File: src/hw/rtl/mcwd_pkg.sv
// Package for the multi-channel watchdog table.
// Holds sizes, command and result codes, the result struct and index helpers.
// No dependencies.
`timescale 1ns / 1ps

package mcwd_pkg;

    // Table size and derived widths.
    localparam int CHANNELS    = 8;
    localparam int MAX_RESULTS = 8;
    localparam int IDX_W       = (CHANNELS > 1) ? $clog2(CHANNELS) : 1;
    localparam int CNT_W       = $clog2(CHANNELS + 1);
    localparam int NUM_W       = $clog2(MAX_RESULTS + 1);
    localparam int DATA_W      = 32;

    typedef logic [IDX_W-1:0] idx_t;
    typedef logic [2:0]       slot_t;

    // Input command codes.
    typedef enum logic [1:0] {
        CMD_TICK     = 2'd0,
        CMD_FEED     = 2'd1,
        CMD_REGISTER = 2'd2
    } cmd_t;

    // Result kinds.
    typedef enum logic [1:0] {
        KIND_EXPIRED    = 2'd0,
        KIND_FED        = 2'd1,
        KIND_REGISTERED = 2'd2,
        KIND_REFUSED    = 2'd3
    } kind_t;

    // One result item as it travels to the output stage.
    typedef struct packed {
        kind_t kind;
        slot_t slot;
        logic  last;
    } result_t;

    // Controller states, one-hot.
    typedef enum logic [3:0] {
        ST_IDLE  = 4'b0001,
        ST_CMD   = 4'b0010,
        ST_TICK  = 4'b0100,
        ST_FLUSH = 4'b1000
    } state_t;

    // Low three bits of a slot index, as reported in a result.
    function automatic slot_t to_slot(input idx_t idx);
        logic [IDX_W+2:0] ext;
        ext = {3'b000, idx};
        return ext[2:0];
    endfunction

    // Slot index addressed by a channel field.
    function automatic idx_t chan_to_idx(input logic [2:0] chan);
        logic [IDX_W+2:0] ext;
        ext = {{IDX_W{1'b0}}, chan};
        return ext[IDX_W-1:0];
    endfunction

    // True when the channel field names an existing slot.
    function automatic logic chan_ok(input logic [2:0] chan);
        logic [7:0] ext;
        ext = {5'b00000, chan};
        return ext < 8'(CHANNELS);
    endfunction

endpackage

File: src/hw/rtl/mcwd_ram.sv
// Generic simple dual-port RAM: one write port, one read port, registered read.
// No dependencies.
`timescale 1ns / 1ps

module mcwd_ram #(
    parameter int WIDTH = 32,
    parameter int DEPTH = 8
) (
    input  logic                                   clk,
    input  logic                                   we,
    input  logic [((DEPTH > 1) ? $clog2(DEPTH) : 1)-1:0] waddr,
    input  logic [WIDTH-1:0]                       wdata,
    input  logic                                   re,
    input  logic [((DEPTH > 1) ? $clog2(DEPTH) : 1)-1:0] raddr,
    output logic [WIDTH-1:0]                       rdata
);

    logic [WIDTH-1:0] mem [DEPTH];

    // Write, and registered read; the read data holds when re is low.
    always_ff @(posedge clk)
    begin
        if (we)
        begin
            mem[waddr] <= wdata;
        end
        if (re)
        begin
            rdata <= mem[raddr];
        end
    end

endmodule

File: src/hw/rtl/mcwd_out_stage.sv
// Output register of the watchdog table: holds one result item until taken.
// Depends on mcwd_pkg.
`timescale 1ns / 1ps

module mcwd_out_stage import mcwd_pkg::*; (
    input  logic       clk,
    input  logic       rst_n,
    input  logic       push,
    input  result_t    push_res,
    output logic       room,
    output logic       out_valid,
    input  logic       out_ready,
    output logic [1:0] kind,
    output logic [2:0] slot,
    output logic       last
);

    logic    valid_reg;
    logic    valid_next;
    result_t res_reg;

    // The stage can take a new item when empty or when its item leaves now.
    assign room = !valid_reg || out_ready;

    always_comb
    begin
        valid_next = valid_reg;
        if (push)
        begin
            valid_next = 1'b1;
        end
        else if (out_ready)
        begin
            valid_next = 1'b0;
        end
    end

    always_ff @(posedge clk or negedge rst_n)
    begin
        if (!rst_n)
        begin
            valid_reg <= 1'b0;
        end
        else
        begin
            valid_reg <= valid_next;
        end
    end

    // Payload needs no reset.
    always_ff @(posedge clk)
    begin
        if (push)
        begin
            res_reg <= push_res;
        end
    end

    assign out_valid = valid_reg;
    assign kind      = res_reg.kind;
    assign slot      = res_reg.slot;
    assign last      = res_reg.last;

endmodule

File: src/hw/rtl/mcwd_ctrl.sv
// Controller of the watchdog table: command sequencer, tick walk over the
// counter and limit memories, and result generation. Depends on mcwd_pkg, mcwd_ram.
`timescale 1ns / 1ps

module mcwd_ctrl import mcwd_pkg::*; (
    input  logic        clk,
    input  logic        rst_n,
    input  logic        in_valid,
    output logic        in_ready,
    input  logic [1:0]  cmd,
    input  logic [2:0]  channel,
    input  logic [31:0] limit,
    input  logic        room,
    output logic        push,
    output result_t     push_res
);

    state_t             state_reg, state_next;
    logic [1:0]         cmd_reg;
    idx_t               chan_reg;
    logic [DATA_W-1:0]  limit_reg;
    logic [CNT_W-1:0]   used_reg, used_next;
    logic [CNT_W-1:0]   idx_reg, idx_next;
    logic               ev_valid_reg, ev_valid_next;
    idx_t               ev_idx_reg, ev_idx_next;
    logic               pend_valid_reg, pend_valid_next;
    idx_t               pend_idx_reg, pend_idx_next;
    logic [NUM_W-1:0]   n_reg, n_next;

    logic               cnt_we;
    idx_t               cnt_waddr;
    logic [DATA_W-1:0]  cnt_wdata;
    logic               lim_we;
    logic               rd_en;
    logic [DATA_W-1:0]  cnt_rdata;
    logic [DATA_W-1:0]  lim_rdata;
    logic [DATA_W-1:0]  cnt_inc;
    logic               expired;
    logic               report;
    logic               stall;
    logic               full;
    logic               accept;

    // Counter and limit stores share one read address.
    mcwd_ram #(.WIDTH(DATA_W), .DEPTH(CHANNELS)) u_count_ram (
        .clk   (clk),
        .we    (cnt_we),
        .waddr (cnt_waddr),
        .wdata (cnt_wdata),
        .re    (rd_en),
        .raddr (idx_reg[IDX_W-1:0]),
        .rdata (cnt_rdata)
    );

    mcwd_ram #(.WIDTH(DATA_W), .DEPTH(CHANNELS)) u_limit_ram (
        .clk   (clk),
        .we    (lim_we),
        .waddr (used_reg[IDX_W-1:0]),
        .wdata (limit_reg),
        .re    (rd_en),
        .raddr (idx_reg[IDX_W-1:0]),
        .rdata (lim_rdata)
    );

    // Saturating increment and expiry test of the slot whose data is out of the RAMs.
    assign cnt_inc = (cnt_rdata == {DATA_W{1'b1}}) ? cnt_rdata : cnt_rdata + 32'd1;
    assign expired = cnt_inc > lim_rdata;
    assign report  = ev_valid_reg && expired && (n_reg < NUM_W'(MAX_RESULTS));
    // A new expiry pushes out the held one; wait if the output stage is busy.
    assign stall   = report && pend_valid_reg && !room;
    assign full    = used_reg >= CNT_W'(CHANNELS);
    assign in_ready = (state_reg == ST_IDLE);
    assign accept  = in_valid && in_ready;

    // Sequencer.
    always_comb
    begin
        state_next      = state_reg;
        used_next       = used_reg;
        idx_next        = idx_reg;
        ev_valid_next   = ev_valid_reg;
        ev_idx_next     = ev_idx_reg;
        pend_valid_next = pend_valid_reg;
        pend_idx_next   = pend_idx_reg;
        n_next          = n_reg;
        push            = 1'b0;
        push_res        = '{kind: KIND_EXPIRED, slot: 3'd0, last: 1'b0};
        cnt_we          = 1'b0;
        cnt_waddr       = ev_idx_reg;
        cnt_wdata       = cnt_inc;
        lim_we          = 1'b0;
        rd_en           = 1'b0;

        case (state_reg)
            ST_IDLE:
            begin
                if (accept)
                begin
                    case (cmd)
                        CMD_TICK:
                        begin
                            state_next      = ST_TICK;
                            idx_next        = '0;
                            ev_valid_next   = 1'b0;
                            pend_valid_next = 1'b0;
                            n_next          = '0;
                        end
                        CMD_FEED:
                        begin
                            if (chan_ok(channel))
                            begin
                                state_next = ST_CMD;
                            end
                        end
                        CMD_REGISTER:
                        begin
                            state_next = ST_CMD;
                        end
                        default:
                        begin
                            state_next = ST_IDLE;
                        end
                    endcase
                end
            end

            // Feed or register: update the store, unless a register is refused, and answer with one item.
            ST_CMD:
            begin
                if (room)
                begin
                    push       = 1'b1;
                    state_next = ST_IDLE;
                    if (cmd_reg == CMD_FEED)
                    begin
                        cnt_we    = 1'b1;
                        cnt_waddr = chan_reg;
                        cnt_wdata = '0;
                        push_res  = '{kind: KIND_FED, slot: to_slot(chan_reg), last: 1'b1};
                    end
                    else if (full)
                    begin
                        push_res = '{kind: KIND_REFUSED, slot: 3'd0, last: 1'b1};
                    end
                    else
                    begin
                        cnt_we    = 1'b1;
                        cnt_waddr = used_reg[IDX_W-1:0];
                        cnt_wdata = '0;
                        lim_we    = 1'b1;
                        used_next = used_reg + CNT_W'(1);
                        push_res  = '{kind: KIND_REGISTERED,
                                      slot: to_slot(used_reg[IDX_W-1:0]), last: 1'b1};
                    end
                end
            end

            // Walk the registered slots: read one, write back the previous one.
            ST_TICK:
            begin
                if (!stall)
                begin
                    if (ev_valid_reg)
                    begin
                        cnt_we = 1'b1;
                    end
                    if (report)
                    begin
                        if (pend_valid_reg)
                        begin
                            push     = 1'b1;
                            push_res = '{kind: KIND_EXPIRED, slot: to_slot(pend_idx_reg),
                                         last: 1'b0};
                        end
                        pend_valid_next = 1'b1;
                        pend_idx_next   = ev_idx_reg;
                        n_next          = n_reg + NUM_W'(1);
                    end
                    if (idx_reg < used_reg)
                    begin
                        rd_en         = 1'b1;
                        ev_valid_next = 1'b1;
                        ev_idx_next   = idx_reg[IDX_W-1:0];
                        idx_next      = idx_reg + CNT_W'(1);
                    end
                    else
                    begin
                        ev_valid_next = 1'b0;
                        if (!ev_valid_reg)
                        begin
                            state_next = ST_FLUSH;
                        end
                    end
                end
            end

            // The held expiry, if any, is the last item of this tick.
            ST_FLUSH:
            begin
                if (!pend_valid_reg)
                begin
                    state_next = ST_IDLE;
                end
                else if (room)
                begin
                    push            = 1'b1;
                    push_res        = '{kind: KIND_EXPIRED, slot: to_slot(pend_idx_reg),
                                        last: 1'b1};
                    pend_valid_next = 1'b0;
                    state_next      = ST_IDLE;
                end
            end

            default:
            begin
                state_next = ST_IDLE;
            end
        endcase
    end

    // Control registers.
    always_ff @(posedge clk or negedge rst_n)
    begin
        if (!rst_n)
        begin
            state_reg      <= ST_IDLE;
            used_reg       <= '0;
            idx_reg        <= '0;
            ev_valid_reg   <= 1'b0;
            pend_valid_reg <= 1'b0;
            n_reg          <= '0;
        end
        else
        begin
            state_reg      <= state_next;
            used_reg       <= used_next;
            idx_reg        <= idx_next;
            ev_valid_reg   <= ev_valid_next;
            pend_valid_reg <= pend_valid_next;
            n_reg          <= n_next;
        end
    end

    // Payload registers: command fields and walk indexes.
    always_ff @(posedge clk)
    begin
        if (accept)
        begin
            cmd_reg   <= cmd;
            chan_reg  <= chan_to_idx(channel);
            limit_reg <= limit;
        end
        ev_idx_reg   <= ev_idx_next;
        pend_idx_reg <= pend_idx_next;
    end

    // The output stage is never loaded while it still holds an item.
    assert property (@(posedge clk) disable iff (!rst_n) push |-> room)
        else $error("result pushed into a full output stage");

    // The fill count never passes the table size.
    assert property (@(posedge clk) disable iff (!rst_n) used_reg <= CNT_W'(CHANNELS))
        else $error("slot count beyond table size");

    // No more expiries are recorded than may be reported on one tick.
    assert property (@(posedge clk) disable iff (!rst_n) n_reg <= NUM_W'(MAX_RESULTS))
        else $error("expiry count beyond limit");

    // The walk only evaluates registered slots.
    assert property (@(posedge clk) disable iff (!rst_n)
        ev_valid_reg |-> (CNT_W'(ev_idx_reg) < used_reg))
        else $error("walk evaluated an unregistered slot");

    // Nothing is left held once the block is back at rest.
    assert property (@(posedge clk) disable iff (!rst_n)
        (state_reg == ST_IDLE) |-> !pend_valid_reg && !ev_valid_reg)
        else $error("tick state left behind on return to idle");

endmodule

File: src/hw/rtl/multi_channel_watchdog_table_top.sv
// Top level of the multi-channel watchdog table.
// Depends on mcwd_pkg, mcwd_ctrl, mcwd_out_stage.
//
// Usage: items enter on the in_valid/in_ready channel with fields cmd, channel
// and limit. A tick item raises every registered counter by one and gives one
// expired item per counter above its limit (at most eight, in slot order, the
// final one marked last). A feed item clears one counter and answers fed; a
// register item takes the next free slot and answers registered, or refused
// when the table is full. Results leave on out_valid/out_ready as kind, slot
// and last.
// Sequence: a feed or register result enters the output register from ST_CMD,
// which waits there for room; the next item is taken once back in ST_IDLE.
// A tick puts its last result into the output register from ST_FLUSH and
// frees the input in the same cycle as that result shows on out_valid; with
// an empty table it gives no result. The walk reads one slot per cycle from
// the counter and limit memories, unless stalled, and writes each updated
// counter back on the step after its read. One item is handled at a time;
// in_ready returns once its last result has entered the output register.
// Reset clears the fill count and the controller; the memories are not cleared,
// there is no clearing pass. When the receiver stalls, the finished result waits
// in the output register and the tick walk pauses on the next expiry.
`timescale 1ns / 1ps

module multi_channel_watchdog_table_top import mcwd_pkg::*; (
    input  logic        clk,
    input  logic        rst_n,
    input  logic        in_valid,
    output logic        in_ready,
    input  logic [1:0]  cmd,
    input  logic [2:0]  channel,
    input  logic [31:0] limit,
    output logic        out_valid,
    input  logic        out_ready,
    output logic [1:0]  kind,
    output logic [2:0]  slot,
    output logic        last
);

    logic    room;
    logic    push;
    result_t push_res;

    // Command sequencer and memories.
    mcwd_ctrl u_ctrl (
        .clk      (clk),
        .rst_n    (rst_n),
        .in_valid (in_valid),
        .in_ready (in_ready),
        .cmd      (cmd),
        .channel  (channel),
        .limit    (limit),
        .room     (room),
        .push     (push),
        .push_res (push_res)
    );

    // Result register towards the receiver.
    mcwd_out_stage u_out (
        .clk       (clk),
        .rst_n     (rst_n),
        .push      (push),
        .push_res  (push_res),
        .room      (room),
        .out_valid (out_valid),
        .out_ready (out_ready),
        .kind      (kind),
        .slot      (slot),
        .last      (last)
    );

endmodule
File: config.mk
export PLATFORM = sky130hd
export DESIGN_NAME = multi_channel_watchdog_table_top
export DESIGN_NICKNAME = d
export VERILOG_FILES = /design/src/hw/rtl/mcwd_pkg.sv /design/src/hw/rtl/mcwd_ram.sv /design/src/hw/rtl/mcwd_out_stage.sv /design/src/hw/rtl/mcwd_ctrl.sv /design/src/hw/rtl/multi_channel_watchdog_table_top.sv
export SDC_FILE = /design/constraint.sdc
export NUM_CORES = 1
export LEC_CHECK = 0
export BUFFER_PORTS_ARGS = -buffer_cell sky130_fd_sc_hd__buf_2
export CAP_MARGIN = 25
export CORE_MARGIN = 4
export CORE_UTILIZATION = 65
export CTS_CLUSTER_DIAMETER = 80
export DETAILED_ROUTE_END_ITERATION = 12
export PLACE_DENSITY = 0.91
export RECOVER_POWER = 100
export SLEW_MARGIN = 10
export SYNTH_ARGS = -nofsm -noshare
export SYNTH_HDL_FRONTEND = slang
export SYNTH_SLANG_ARGS = --single-unit
export TNS_END_PERCENT = 1
File: constraint.sdc
create_clock -name clk -period 13.8 [get_ports clk]
set_clock_uncertainty 0.1 [all_clocks]
set_input_delay 3.45 -clock clk [delete_from_list [all_inputs] [get_ports clk]]
set_output_delay 3.45 -clock clk [all_outputs]
set_load 0.01 [all_outputs]
==> impl_metrics.env <==
export IMPL_outcome="finished, violations left"
export IMPL_violations="max-capacitance violations, max-slew violations"
export IMPL_layout_setup_ws_ns=5.02
export IMPL_fp_dieArea_sq_um=42900
export IMPL_synth_area_leaders="edfxtp_1 73%, mux4_2 11%, mux2_2 2.8%"
export IMPL_synth_cell_types=63
export IMPL_synth_async_sr_flop_share=0.0295
export IMPL_grt_pass1_vias=13100
export IMPL_cp_start_kind="flop"
export IMPL_hpwl_um=31000
export IMPL_dpl_cell_area_sq_um=26800
export IMPL_slew_headroom=-2.14
export IMPL_final_cell_mix="625 x edfxtp_1, 128 x mux4_2, 59 x clkbuf_16"
export IMPL_period_needed_ns=8.78
export IMPL_grt_use_total=0.249
export IMPL_syn_inst=1287
export IMPL_pre_cts_slack_ns=7.37
export IMPL_drc=0
export IMPL_overflow=0
export IMPL_cts_repair_resized=0
export IMPL_ys_seq_area_frac=0.747
export IMPL_synth_fp_nets=1371
export IMPL_stdcell_count=1942
export IMPL_fin_area_sq_um=28500
export IMPL_n_fill_cell=2106
export IMPL_cts_setup_buffers=0
export IMPL_rrSetupSlack_ns=5.02
export IMPL_synth_edff_count=625
export IMPL_endpoint_kind="flop"
export IMPL_hold_viol_final=0
export IMPL_crit_fanout=67
export IMPL_syn_to_final_growth_pct=10.6
export IMPL_firstDrtPassIters=7
export IMPL_core_area_sq_um=38900
export IMPL_routabilityCongestion=0.925
export IMPL_maxSlewViolCount=680
export IMPL_cts_clk_slew_worst_paths_ns=0.07
export IMPL_criticalPathCategory="reg -> reg"
export IMPL_reg_top3="u_ctrl.u_count_ram.mem (256), u_ctrl.u_limit_ram.mem (256)"
export IMPL_routed_wl_um=53800
export IMPL_cts_hold_buf=0
export IMPL_clk_insertion_delay_late_ns=0.62
export IMPL_die_x_um=207
export IMPL_drt_iter0_drc=1415
export IMPL_grt_pass1_wl_um=81100
export IMPL_hold_class="reg -> reg"
export IMPL_yosysTopAreaCell="edfxtp_1"
export IMPL_cp_cell_sequence="and3_4 > nor4b_1 > nand3_1 > a2111oi_0 > nand4_1 > xnor2_1 > ha_1 > a21oi_1 > o21ai_0 > a221oi_1 > o211ai_1 > o211ai_1 > nand3_1 > nor2_4 > clkbuf_1"
export IMPL_slowest_stage="clkbuf_1"
export IMPL_fin_nets=1459
export IMPL_max_vdd_ir_drop_uv=125
export IMPL_ys_ff_latch=644
export IMPL_htreeDepth=2
export IMPL_grt_setup_unrepaired="no"
export IMPL_finalPower_mw=4.24
export IMPL_grt_max_degree=69
export IMPL_vias_per_cell=6.59
export IMPL_dpl_cell_count=1823
export IMPL_final_util=0.732
export IMPL_power_density_nw_per_um2=149
export IMPL_worst_pin_slew_ns=4.71
export IMPL_rows=72
export IMPL_final_common_cell="edfxtp_1"
export IMPL_postRouteAntennaNets=0
export IMPL_clkSinkCount=644
export IMPL_post_drt_wl_per_cell_um=27.7
export IMPL_syn_cell_area_sq_um=25800
export IMPL_antenna_cells=0
export IMPL_dieHeight_um=207
export IMPL_cts_buffers=58
export IMPL_max_cap_viol_count=20
export IMPL_initial_utilization=0.662
export IMPL_critPathTopFamily="compound AO/OA/AOI/OAI gates"
export IMPL_tritoncts="built"
export IMPL_avgSynthCellArea_sq_um=20.0
export IMPL_cp_required_ns=13.83
export IMPL_cts_root_buf="clkbuf_16"
export IMPL_cp_slowest_stage_delay_ns=2.55
export IMPL_io_buffer_count=48
export IMPL_arrival_ns=8.81
export IMPL_layout_drive_gt1_share=0.199
export IMPL_vias=12791
export IMPL_cellLeakagePower_nw=9.18
export IMPL_ys_warnings_count=0
export IMPL_tns_ns=0
export IMPL_antenna_found_initial=2
export IMPL_worst_path_buf_inv=1
export IMPL_synth_main_ff_cell="edfxtp_1"
export IMPL_finalSetupViolations=0
export IMPL_io_pins=49
export IMPL_timing_final_crit_share=0.636
export IMPL_max_freq_ghz=0.114
export IMPL_holdWs_ns=0.400
export IMPL_clockBufferDepth=3
export IMPL_synth_top_area_share=0.728
## cell type report
cell class,instances,area (sq um),area share
sequential,644,19200,0.675
multi-input combinational,556,6130,0.215
clock buffer,65,1500,0.0526
tap,518,648,0.0227
clock inverter,44,489,0.0172
timing repair buffer,72,323,0.0113
inverter,43,161,0.00566
## kinds of logic after synthesis
family,Yosys count,share of synthesized area
flops,644,0.747
simple gates,212,0.0473
mux,195,0.141
buf+inv,87,0.0132
compound gates,73,0.0196
fa+ha+maj,43,0.0209
xor+xnor,33,0.0112
## cell usage after synthesis, types with 2 or more instances
master       n
and3_1       8
ha_1        43
mux2_2      64
nor4b_4      3
nor2b_1      3
buf_1        5
mux2_1       2
o2bb2ai_1    5
and3_2       2
mux4_2     128
dfrtp_1     18
o21ai_0     11
nand4_2      2
nor2_2       2
clkbuf_1    29
inv_1       43
xnor2_1     24
and2_1      36
nor3_1       8
xor2_1       9
o211ai_2     2
nand4_1     17
nor2_1      40
edfxtp_1   625
and4_1       5
or3_1        4
buf_2       10
nand3_1     23
o211ai_1     4
nor3b_1      3
a21o_1       7
nand2_1     40
nand2b_1     4
a221oi_1     2
a21oi_1     28
## path summary, 6_finish.rpt
kind                                                 to  depth (start not counted)                         start
hold / removal                   u_ctrl.pend_idx_reg[0]                          0          u_ctrl.ev_idx_reg[0]
hold reg to reg                  u_ctrl.pend_idx_reg[0]                          0          u_ctrl.ev_idx_reg[0]
min in group asynchronous           u_ctrl.state_reg[1]                          1                         rst_n
max in group asynchronous             u_ctrl.idx_reg[0]                          1                         rst_n
setup reg to reg           u_ctrl.u_count_ram.rdata[12]                         15  u_ctrl.u_count_ram.rdata[10]
setup / recovery           u_ctrl.u_count_ram.rdata[12]                         15  u_ctrl.u_count_ram.rdata[10]
## power breakdown
part           switching (mW)  internal, mW
registers              0.0676          2.23
logic                   0.137         0.122
clock network           0.695         0.985
total                   0.899          3.34
## per-layer routing
metal | vias to the layer above | share of wire | track usage | wire (um)
met4 | 4 | 0.026 | 0.0752 | 1410
met1 | 6579 | 0.37 | 0.348 | 19800
met5 | - | 0.00026 | 0 | 14
li1 | 5385 | - | - | -
met2 | 711 | 0.52 | 0.417 | 28200
met3 | 112 | 0.081 | 0.0407 | 4370
Note: power is estimated with default switching activity, not from simulation.
